--- config.mk ---
export PLATFORM = sky130hd
export DESIGN_NAME = bfbp_ram
export DESIGN_NICKNAME = d
export VERILOG_FILES = /design/src/rtl/core/bfbp_ram.sv
export SDC_FILE = /design/constraint.sdc
export NUM_CORES = 1
export LEC_CHECK = 0
export BUFFER_PORTS_ARGS = -buffer_cell sky130_fd_sc_hd__buf_4
export CORE_UTILIZATION = 35
export CTS_CLUSTER_SIZE = 30
export DETAILED_ROUTE_END_ITERATION = 6
export GPL_TIMING_DRIVEN = 0
export SYNTH_ARGS = -nofsm -noshare
export SYNTH_HDL_FRONTEND = slang
export SYNTH_SLANG_ARGS = --single-unit
--- constraint.sdc ---
create_clock -name clk_i -period 4.7 [get_ports clk_i]
set_input_delay 0.94 -clock clk_i [delete_from_list [all_inputs] [get_ports clk_i]]
set_output_delay 0.94 -clock clk_i [all_outputs]
set_load 0.005 [all_outputs]
--- src/rtl/core/bfbp_ram.sv ---
// ----------------------------------------------------------------------------
// bfbp_ram
// Generic single-write, single-read RAM with registered read data.
// ----------------------------------------------------------------------------
`default_nettype none

module bfbp_ram #(
  parameter int unsigned Width = 8,
  parameter int unsigned Depth = 16
) (
  input  wire logic                                     clk_i,
  input  wire logic                                     we_i,
  input  wire logic [((Depth > 1) ? $clog2(Depth) : 1)-1:0] waddr_i,
  input  wire logic [Width-1:0]                         wdata_i,
  input  wire logic                                     re_i,
  input  wire logic [((Depth > 1) ? $clog2(Depth) : 1)-1:0] raddr_i,
  output logic      [Width-1:0]                         rdata_o
);

  logic [Width-1:0] mem_q [Depth];

  always_ff @(posedge clk_i) begin
    if (we_i) begin
      mem_q[waddr_i] <= wdata_i;
    end
    if (re_i) begin
      rdata_o <= mem_q[raddr_i];
    end
  end

endmodule

`default_nettype wire

==> metrics <==
Post-CTS Setup Bufs=0; CTS buffer count=17; Total GRT Usage=14.2%; final non-filler cell total=472; first-pass GRT wire length=15.7 mm; Root Buffer=clkbuf_16; YS warnings=0; post-synth cell types=18; run status=finished clean; most frequent cells in the layout=edfxtp_1 (136), buf_4 (27), mux4_2 (18); clock latency on the worst-skew pair=0.41 ns; Slew @ Worst Pin=1.25 ns; commonest non-fill, non-tap cell in the layout=edfxtp_1; Placement Cell Area=0.00565 sq mm; port bufs=25; CTS tree=yes; Post-Place Worst Slack=1.65 ns; pwr dens=458 mW/mm^2; Max IR drop VDD=0.252 mV; DRT Wirelength=10.2 mm; Final ANT Viol Nets=0; Cell Rows=44; post-route setup TNS=0 ns; flops & latches, synth=136; initial cell density of the core=36.0%; drt initial violations=249; die width=124 um; Placed Instances=438; placeable core area=0.0145 sq mm; fin area=0.00628 sq mm; Die Area=0.0154 sq mm; GRT overflow=0; hold buffers post-CTS=0; vias in the first global route=2,515; maximum clock path buffer count=2; CP max FO=8; via count=2,417; post-synthesis sequential area ratio=78.1%; post-cts resize count=0; Final #Nets=294; Synth Cell Area=0.00523 sq mm; Max Cap Viol=0; total iterations of the first detailed-routing run=4; synth-to-layout area growth=20.1%; Finished Core Util=43.2%; Achievable Freq=0.444 GHz; CP endpoint kind=flop; Vias/cell=5.12; gpl congestion=0.794; critical path class=input port to flop; Setup Viol. Count Final=0; clk sinks=136; DR WL/cell=21.7 um; CP arrival=2.27 ns; IO Count=27; hpwl dp=6.44 mm; fraction of layout cells with a size suffix above 1=29.9%; Tcrit/Tclk final=48.0%; RSZ-0062 raised after global routing=no; crit path launch type=input port; H-tree Lvls=4; final worst slack=2.45 ns; Crit path required time=4.72 ns; Final Hold Viols=0; initial antenna violation count=0; Max Clock Skew=0.00963 ns; Die H=124 um; Post-route DRC=0; Worst-path clk slew=0.06 ns; WHS=0.755 ns; Cells after Synth=229; Avg Inst Size Synth=22.8 sq um; syn_nets=248; max_slew headroom=16.3%; Tot Pwr=2.87 mW; Antenna Cells=0; Tmin final=2.25 ns; Hold Crit Class=flop to flop; largest net degree at the start of global routing=17; fillers=1,292; Lkg Pwr=2.08 nW; Max Slew Vio Count=0
==> metal layers <==
metal / part of all wire (%) / global-route usage, % / wire length, um
met1: 45 / 19.2 / 4640
met5: 0 / 0 / 0
met2: 48 / 21.5 / 4920
met4: 0.078 / 4.04 / 8
met3: 6.5 / 5.43 / 661
==> critical path: stages <==
cell	delay, ns
buf_4	0.13
nand3b_1	0.22
nor3_1	0.98
==> cell type report <==
| cell class | instances | area, sq um | area share [%] |
|---|---|---|---|
| Buffer | 10 | 86.3 | 1.38 |
| Clock buffer | 19 | 433 | 6.90 |
| Sequential cell | 136 | 4080 | 65.1 |
| Timing Repair Buffer | 27 | 203 | 3.23 |
| Multi-Input combinational cell | 83 | 1060 | 16.9 |
| Tap cell | 184 | 230 | 3.67 |
| Clock inverter | 13 | 179 | 2.85 |
==> where the power goes <==
group	switching (mW)	internal [mW]
sequential	0.00583	1.37
clock	0.480	0.883
combinational	0.0775	0.0602
==> logic make-up (layout without fill, tap and decap cells) <==
logic type / count (synthesis) / in the layout / share of synthesized area, %
compound gates: 16 / 16 / 2.30
mux: 32 / 32 / 14.8
simple gates: 35 / 35 / 3.14
flops: 136 / 136 / 78.1
buf+inv: 10 / 69 / 1.65
==> final timing paths <==
check | startpoint | endpoint | slack, ns | depth (start not counted)
setup / recovery | waddr_i[2] | mem_q[8][2] | 2.45 | 3
setup reg to reg | mem_q[1][3] | rdata_o[3] | 3.02 | 3
hold reg to reg | mem_q[15][3] | rdata_o[3] | 0.76 | 3
hold / removal | mem_q[15][3] | rdata_o[3] | 0.76 | 3
==> sequential cells by signal, summed over array words and instances, names as in the netlist <==
register,flops
mem_q,128
rdata_o,8
==> Yosys cell counts <==
cell type	number	area (sq um)
a22oi_1	16	120
and2_1	1	6.26
and2b_1	1	7.51
buf_2	3	15.0
buf_4	1	7.51
buf_6	3	33.8
clkdlybuf4s25_2	3	30.0
edfxtp_1	136	4080
mux4_1	14	368
mux4_2	18	405
nand2_1	9	33.8
nand2b_1	2	12.5
nand3_1	1	5.00
nand3b_1	2	15.0
nor2_1	13	48.8
nor2b_1	1	6.26
nor3_1	4	20.0
or3b_2	1	8.76
(Power assumes the default switching activity.)
