$ cat src/rtl/core/bfbp_pkg.sv
// ----------------------------------------------------------------------------
// bfbp_pkg
// Shared constants, types and helpers of the best-fit buffer pool.
// ----------------------------------------------------------------------------
`default_nettype none

package bfbp_pkg;

  localparam int unsigned MAX_BUFFERS   = 16;
  localparam int unsigned CAPACITY_BITS = 24;

  localparam int unsigned ID_W        = 4;
  localparam int unsigned CH_W        = 6;
  localparam int unsigned NS_W        = 19;
  localparam int unsigned CAP_FIELD_W = 24;
  localparam int unsigned STATUS_W    = 2;

  localparam int unsigned ID_SPACE = (MAX_BUFFERS < (2 ** ID_W)) ? MAX_BUFFERS : (2 ** ID_W);
  localparam int unsigned IDX_W    = (MAX_BUFFERS > 1) ? $clog2(MAX_BUFFERS) : 1;
  localparam int unsigned CNT_W    = $clog2(MAX_BUFFERS + 1);
  localparam int unsigned ISS_W    = $clog2(ID_SPACE + 1);
  localparam int unsigned PROD_W   = CH_W + NS_W;
  localparam int unsigned CAP_W    = CAPACITY_BITS;

  typedef logic [ID_W-1:0]  id_t;
  typedef logic [IDX_W-1:0] idx_t;
  typedef logic [CAP_W-1:0] cap_t;

  localparam cap_t CAP_MAX = '1;

  localparam logic OP_ACQUIRE = 1'b0;
  localparam logic OP_RELEASE = 1'b1;

  typedef enum logic [STATUS_W-1:0] {
    ST_OK        = 2'd0,
    ST_EXHAUSTED = 2'd1,
    ST_INVALID   = 2'd2
  } status_e;

  // One free-list slot.
  typedef struct packed {
    logic valid;
    id_t  id;
    cap_t cap;
  } entry_t;

  // Running best-fit search result, walks the cell row.
  typedef struct packed {
    logic valid;
    logic have_any;
    logic have_fit;
    cap_t best;
    idx_t pick;
    id_t  pick_id;
  } token_t;

  // Broadcast control from the sequencer to every cell.
  typedef struct packed {
    logic append;
    logic remove;
    idx_t pos;
    id_t  id;
    cap_t cap;
    cap_t need;
  } cell_ctrl_t;

  function automatic idx_t id_to_idx(input id_t id);
    logic [ID_W+IDX_W-1:0] ext;
    ext = {{IDX_W{1'b0}}, id};
    return ext[IDX_W-1:0];
  endfunction

  function automatic logic [CAP_FIELD_W-1:0] cap_field(input cap_t c);
    logic [CAP_W+CAP_FIELD_W-1:0] ext;
    ext = {{CAP_FIELD_W{1'b0}}, c};
    return ext[CAP_FIELD_W-1:0];
  endfunction

  function automatic cap_t saturate_need(input logic [PROD_W-1:0] p);
    logic [PROD_W+CAP_W-1:0] pw;
    logic [PROD_W+CAP_W-1:0] cm;
    pw = {{CAP_W{1'b0}}, p};
    cm = {{PROD_W{1'b0}}, CAP_MAX};
    if (pw > cm) begin
      return CAP_MAX;
    end
    return pw[CAP_W-1:0];
  endfunction

endpackage

`default_nettype wire

$ cat src/rtl/core/bfbp_cell.sv
// ----------------------------------------------------------------------------
// bfbp_cell
// One free-list slot plus one stage of the best-fit search token.
// ----------------------------------------------------------------------------
`default_nettype none

module bfbp_cell import bfbp_pkg::*; (
  input  wire logic       clk_i,
  input  wire logic       rst_ni,
  input  wire idx_t       idx_i,
  input  wire cell_ctrl_t ctrl_i,
  input  wire entry_t     next_i,
  output entry_t          ent_o,
  input  wire token_t     tok_i,
  output token_t          tok_o
);

  entry_t ent_q, ent_d;
  token_t tok_q, tok_d;

  always_comb begin
    ent_d = ent_q;
    if (ctrl_i.remove && (idx_i >= ctrl_i.pos)) begin
      ent_d = next_i;
    end else if (ctrl_i.append && (idx_i == ctrl_i.pos)) begin
      ent_d = '{valid: 1'b1, id: ctrl_i.id, cap: ctrl_i.cap};
    end
  end

  always_comb begin
    tok_d = tok_i;
    if (tok_i.valid && ent_q.valid) begin
      if (ent_q.cap >= ctrl_i.need) begin
        if (!tok_i.have_fit || (ent_q.cap < tok_i.best)) begin
          tok_d.have_any = 1'b1;
          tok_d.have_fit = 1'b1;
          tok_d.best     = ent_q.cap;
          tok_d.pick     = idx_i;
          tok_d.pick_id  = ent_q.id;
        end
      end else if (!tok_i.have_fit) begin
        if (!tok_i.have_any || (ent_q.cap > tok_i.best)) begin
          tok_d.have_any = 1'b1;
          tok_d.best     = ent_q.cap;
          tok_d.pick     = idx_i;
          tok_d.pick_id  = ent_q.id;
        end
      end
    end
  end

  always_ff @(posedge clk_i or negedge rst_ni) begin
    if (!rst_ni) begin
      ent_q <= '0;
      tok_q <= '0;
    end else begin
      ent_q <= ent_d;
      tok_q <= tok_d;
    end
  end

  assign ent_o = ent_q;
  assign tok_o = tok_q;

endmodule

`default_nettype wire
$ cat config.mk
export PLATFORM = sky130hd
export DESIGN_NAME = bfbp_cell
export DESIGN_NICKNAME = d
export VERILOG_FILES = /design/src/rtl/core/bfbp_pkg.sv /design/src/rtl/core/bfbp_cell.sv
export SDC_FILE = /design/constraint.sdc
export NUM_CORES = 1
export LEC_CHECK = 0
export BUFFER_PORTS_ARGS = -buffer_cell sky130_fd_sc_hd__buf_2
export CAP_MARGIN = 20
export CORE_ASPECT_RATIO = 0.6
export CORE_MARGIN = 4
export CORE_UTILIZATION = 45
export DETAILED_ROUTE_END_ITERATION = 6
export PLACE_DENSITY = 0.88
export SYNTH_ARGS = -nofsm -noshare
export SYNTH_HDL_FRONTEND = slang
export SYNTH_SLANG_ARGS = --single-unit
$ cat constraint.sdc
create_clock -name clk_i -period 3.4 [get_ports clk_i]
set_input_delay 0.85 -clock clk_i [delete_from_list [all_inputs] [get_ports clk_i]]
set_output_delay 0.85 -clock clk_i [all_outputs]
set_load 0.03 [all_outputs]
==> results of run 1 <==
-- layout make-up --
cell class	count	area, sq um
fillers	728	3140
multi-input cells	257	2110
flip-flops and latches	64	1600
repair buffers	204	1050
clock buffers	9	225
inverters	55	206
well taps	112	140
clock inverters	7	78.8
-- routing by layer --
metal  wire length [microns]  track usage, %
met5                       0               0
met1                    5340            30.0
met3                    1070            7.42
met4                      90            5.77
met2                    5620            40.2
-- report_power, final --
group	internal, mW	switching (mW)	total (mW)
clock	0.575	0.365	0.940
combinational	0.432	0.694	1.13
sequential	0.892	0.132	1.02
total	1.90	1.19	3.09
-- worst paths after layout --
check	slack, ns	startpoint	endpoint
min in group asynchronous	0.64	rst_ni	ent_o[12]$_DFFE_PN0P_
max in group asynchronous	1.85	rst_ni	ent_o[1]$_DFFE_PN0P_
worst max-delay path	0.16	ctrl_i[20]	tok_o[19]$_DFF_PN0_
worst max register to register	0.31	ent_o[23]$_DFFE_PN0P_	tok_o[19]$_DFF_PN0_
worst min-delay path	0.55	ent_o[26]$_DFFE_PN0P_	tok_o[2]$_DFF_PN0_
worst min register to register	0.55	ent_o[26]$_DFFE_PN0P_	tok_o[2]$_DFF_PN0_
-- stage by stage --
stage	setup WS, ns	setup TNS [ns]	instance area (sq um)
floorplan	0.277	0	3970
global placement	-0.0707	-1.26	5110
detailed placement	-0.145	-3.65	5110
CTS	0.176	0	5410
global route	0.0232	0	5410
finish	0.157	0	5410
-- flip-flops by register name, summed over array words and instances, names as in the netlist --
name / flops
tok_o: 35
ent_o: 29
-- placed cells by master (no fill, tap or decap), types with 7 or more instances in the layout --
cell       netlist  layout
o21ai_0         37      37
a21oi_1         17      17
nand4_1          7       7
buf_2            0     191
dfrtp_1         64      64
inv_1           55      55
nand2_1         40      40
mux2_2          26      26
ha_1            52      52
clkbuf_16        0       9
mux2i_1         28      28
buf_4            0      13
-- synth_stat cells, types with 2 or more instances --
cell and n:
dfrtp_1 64, inv_1 55, ha_1 52, nand2_1 40, o21ai_0 37, mux2i_1 28, mux2_2 26, a21oi_1 17
clkbuf_1 7, nand4_1 7, a211oi_1 6, mux2_1 6, nand3_1 6, a21o_1 5, buf_6 3, nor2_1 3
buf_1 2, nand2b_1 2, nor2b_1 2, nor4_1 2, o21a_1 2, o22ai_1 2
-- cells by family after synthesis --
group,after synthesis,share of synthesized area (%)
flops,64,40.4
compound gates,78,12.0
mux,60,16.1
buf+inv,67,6.90
simple gates,67,8.20
fa+ha+maj,52,16.4
-- critical path: stages --
cell,delay [ns]
buf_2,0.08
inv_1,0.04
ha_1,0.31
nand4_1,0.19
nor4_1,0.38
o21ai_0,0.16
o22ai_1,0.26
o211ai_2,0.16
a221oi_4,0.36
buf_4,0.29
mux2_2,0.36
==> flow_summary_export.csv, run 1 <==
group,metric,value,unit
cells_and_area,diodes,0,
die,std_cell_rows,26,
synth,syn_nets,568,
min_path,min_path_cells,1,
timing,relSlewSlack,41.0,%
clock_network,cts_tree,"done",
cells_and_area,final_util,63.2,%
timing,fmax,308,MHz
global_routing,grt_pass1_vias,3901,
drt,drt_iter0_drc,81,
job,cap_violations,0,
run_status,outcome,"complete, no violations",
clock_network,cts_hold_buf,0,
global_routing,track_usage,23.8,%
drt,drt-total-wl,12100,microns
die,die-area,10400,sq um
timing,hold_ws,0.551,ns
synth,synth_cell_types,36,
synth,yosys.area.top_type_share,40.4,%
cells_and_area,drive_gt1_share,42.4,%
timing,period_needed,3.24,ns
global_routing,grt_antenna_before_repair,0,
power_and_ir_drop,p_total,3.09,mW
timing,finalSetupViolations,0,
synth,synthesis.area,3970,sq um
placed_design,place_congestion,0.830,
clock_network,cts_sinks,64,
synth,yosysWarnings,0,
cells_and_area,syn2layout_area_growth,36.3,%
synth,ys_ff_latch,64,
synth,ys.flop_type,"dfrtp_1",
timing,finalMaxSlewViolations,0,
synth,avgSynthCellArea,10.2,sq um
clock_network,cts_resized,0,
placed_design,portBuffers,191,
drt,detail-route-antenna-nets,0,
die,chipHeight,80.7,microns
global_routing,overflow,0,
critical_path,path_max_fanout,12,
clock_network,post-cts-setup-buffer-count,0,
synth,netlist_top_cells_area,"dfrtp_1 40%, ha_1 16%, mux2_2 7.4%, mux2i_1 7.1%, inv_1 5.2%",
timing,finalCritPeriodShare,95.4,%
die,die_x,129,microns
drt,drc,0,
die,core_area,8560,sq um
clock_network,numCtsBuffers,9,
synth,synth_area_leader_cell,"dfrtp_1",
timing,finClkSkew,0.00943,ns
critical_path,crit_type,"input port to flop",
placed_design,dpl.cell_count,692,
critical_path,cp-end-kind,"flop",
clock_network,clkTransAtPathRegs,0.06,ns
drt,wl_per_cell,17.1,microns
drt,num_vias,3589,
critical_path,rr_worst_depth,10,
drt,dr.pass1.iters,7,
timing,tightest_slew,0.884,ns
clock_network,clock_tree.buffer_depth,2,
cells_and_area,instances_no_fill,708,
power_and_ir_drop,p_leak,3.09,nW
power_and_ir_drop,power.density,571,nW/um^2
synth,seq_area_frac_synth,40.4,%
critical_path,cp.required,3.61,ns
global_routing,grt_max_degree,38,
die,start_util,46.4,%
placed_design,hpwlAfterDp,9930,microns
clock_network,cts_root_buf,"clkbuf_16",
min_path,min_path_type,"flop to flop",
power_and_ir_drop,ir_worst_vdd,310,uV
critical_path,start_kind,"input port",
drt,via_per_inst,5.07,
synth,syn-instance-count,388,
global_routing,grt_pass1_wl,19100,microns
timing,rsz0062_at_grt,"no",
clock_network,clk_latency,0.33,ns
synth,ys_async_sr_fraction,100,%
critical_path,crit_arrival,3.45,ns
clock_network,h-tree-depth,3,
cells_and_area,nNetsFinal,771,
die,ioPinCount,192,
synth,synth-edff-count,0,
timing,final_hold_viol_count,0,
(Power assumes the default switching activity.)
==> run 2, diff against run 1 <==
--- a/config.mk
+++ b/config.mk
@@ -5,13 +5,14 @@
 export SDC_FILE = /design/constraint.sdc
 export NUM_CORES = 1
 export LEC_CHECK = 0
-export BUFFER_PORTS_ARGS = -buffer_cell sky130_fd_sc_hd__buf_2
 export CAP_MARGIN = 20
 export CORE_ASPECT_RATIO = 0.6
 export CORE_MARGIN = 4
 export CORE_UTILIZATION = 45
 export DETAILED_ROUTE_END_ITERATION = 6
-export PLACE_DENSITY = 0.88
+export DONT_BUFFER_PORTS = 1
+export PLACE_DENSITY = 0.7
+export SLEW_MARGIN = 40
 export SYNTH_ARGS = -nofsm -noshare
 export SYNTH_HDL_FRONTEND = slang
 export SYNTH_SLANG_ARGS = --single-unit
==> run 2 against run 1 <==
Sequential share of layout area rose by 5.7 points. Count of clock-buffer cells in the layout increased by 1. Clock power up 7%.
==> flow_summary_export.csv, run 2 (synthesized netlist as in run 1, its figures left out) <==
group,metric,value,unit
power_and_ir_drop,power_switching,1.09,mW
clock_network,clkTransAtPathRegs,0.06,ns
clock_network,cts_hold_buf,0,
global_routing,overflow,0,
drt,dr.pass1.iters,4,
clock_network,clock_tree.buffer_depth,2,
clock_network,cts_root_buf,"clkbuf_16",
critical_path,path_max_fanout,26,
global_routing,grt_pass1_vias,3034,
timing,tightest_slew,0.505,ns
clock_network,clk_latency,0.33,ns
critical_path,cp-end-kind,"flop",
drt,drt_iter0_drc,119,
power_and_ir_drop,seqPwrFrac,42.5,%
timing,relSlewSlack,66.3,%
placed_design,place_congestion,0.790,
critical_path,start_kind,"flop",
timing,finalCritPeriodShare,95.0,%
timing,finalSetupViolations,0,
die,ioPinCount,192,
cells_and_area,diodes,0,
drt,drc,0,
placed_design,portBuffers,0,
cells_and_area,drive_gt1_share,16.0,%
critical_path,crit_type,"flop to flop",
timing,period_needed,3.23,ns
cells_and_area,largest_register_ffs,35,
clock_network,cts_resized,0,
job,cap_violations,0,
cells_and_area,nFillCells,768,
timing,finalMaxSlewViolations,0,
power_and_ir_drop,switching_share,37.0,%
timing,rsz0062_at_grt,"no",
cells_and_area,nNetsFinal,582,
run_status,outcome,"complete, no violations",
die,die_x,129,microns
cells_and_area,final_cell_mix,"64 x dfrtp_1, 55 x inv_1, 52 x ha_1",
timing,fmax,310,MHz
global_routing,grt_antenna_before_repair,0,
power_and_ir_drop,ir_worst_vdd,335,uV
global_routing,track_usage,20.4,%
power_and_ir_drop,intPower,1.86,mW
drt,drt-total-wl,10600,microns
cells_and_area,final_common_cell,"dfrtp_1",
die,std_cell_rows,26,
drt,via_per_inst,5.50,
power_and_ir_drop,pwr-share-comb,23.4,%
timing,tns,0,ns
global_routing,grt_max_degree,65,
timing,final_hold_viol_count,0,
power_and_ir_drop,p_total,2.96,mW
power_and_ir_drop,power_frac_clock,34.1,%
clock_network,cts_tree,"done",
drt,num_vias,2856,
timing,hold_ws,0.219,ns
timing,finalWorstSetupSlack,0.171,ns
clock_network,h-tree-depth,3,
power_and_ir_drop,power.density,652,nW/um^2
cells_and_area,syn2layout_area_growth,14.3,%
power_and_ir_drop,p_leak,2.36,nW
critical_path,cp.required,3.61,ns
min_path,min_path_type,"input port to async pin",
timing,finClkSkew,0.00820,ns
placed_design,hpwlAfterDp,8520,microns
critical_path,crit_arrival,3.44,ns
die,core_area,8560,sq um
clock_network,cts_sinks,64,
drt,wl_per_cell,20.5,microns
die,die-area,10400,sq um
clock_network,numCtsBuffers,9,
clock_network,post-cts-setup-buffer-count,0,
drt,detail-route-antenna-nets,0,
global_routing,grt_pass1_wl,16100,microns
die,start_util,46.4,%
placed_design,dp_slack,-0.0820,ns
die,chipHeight,80.7,microns
==> run 2: through the flow <==
stage / instances / utilization, % / instance area, sq um
finish: 519 / 53.0 / 4540
global route: 519 / 53.0 / 4540
CTS: 518 / 52.6 / 4500
detailed placement: 502 / 48.8 / 4170
global placement: 502 / 48.8 / 4170
floorplan: 388 / - / 3970
==> run 2: path summary, 6_finish.rpt <==
check | start | endpoint | slack, ns | cells after the start
hold / removal | rst_ni | ent_o[11]$_DFFE_PN0P_ | 0.22 | 0
max in group asynchronous | rst_ni | tok_o[7]$_DFF_PN0_ | 3.06 | 0
min in group clk_i | tok_i[34] | tok_o[34]$_DFF_PN0_ | 0.56 | 0
setup / recovery | ent_o[21]$_DFFE_PN0P_ | tok_o[30]$_DFF_PN0_ | 0.17 | 9
setup reg to reg | ent_o[21]$_DFFE_PN0P_ | tok_o[30]$_DFF_PN0_ | 0.17 | 9
hold reg to reg | ent_o[23]$_DFFE_PN0P_ | ent_o[23]$_DFFE_PN0P_ | 0.64 | 2
==> run 2: cell type report <==
type                       instances  area [sq um]  share of cell area, %
timing repair buffer              15           145                   3.20
multi-input combinational        257          2110                   46.6
inverter                          55           206                   4.55
clock inverter                     6          92.6                   2.04
clock buffer                      10           239                   5.27
tap                              112           140                   3.09
sequential                        64          1600                   35.3
==> run 2: power groups by stage <==
stage          clock network, mW  logic (mW)  registers [mW]
2_1_floorplan                  0       0.458            1.27
3_3_place_gp                   0       0.656            1.27
3_5_place_dp                   0       0.684            1.27
4_1_cts                     1.03       0.688            1.26
5_1_grt                     1.06       0.794            1.28
6_report                    1.01       0.691            1.26
==> run 2: critical path, stage by stage, from the launching register on <==
cell and delay (ns):
dfrtp_1 0.55, ha_1 0.40, nand4_1 0.23, nor4_2 0.36, o21ai_0 0.16, o22ai_1 0.25, o211ai_2 0.16, a221oi_4 0.39
buf_12 0.24, mux2_2 0.36
==> run 2: routing by layer <==
metal	GRT usage [%]	vias to the layer above	wire length [microns]
met5	0	-	0
met4	4.40	0	81
met3	7.88	7	1000
met2	31.5	125	4790
met1	27.3	1344	4750
li1	-	1380	-
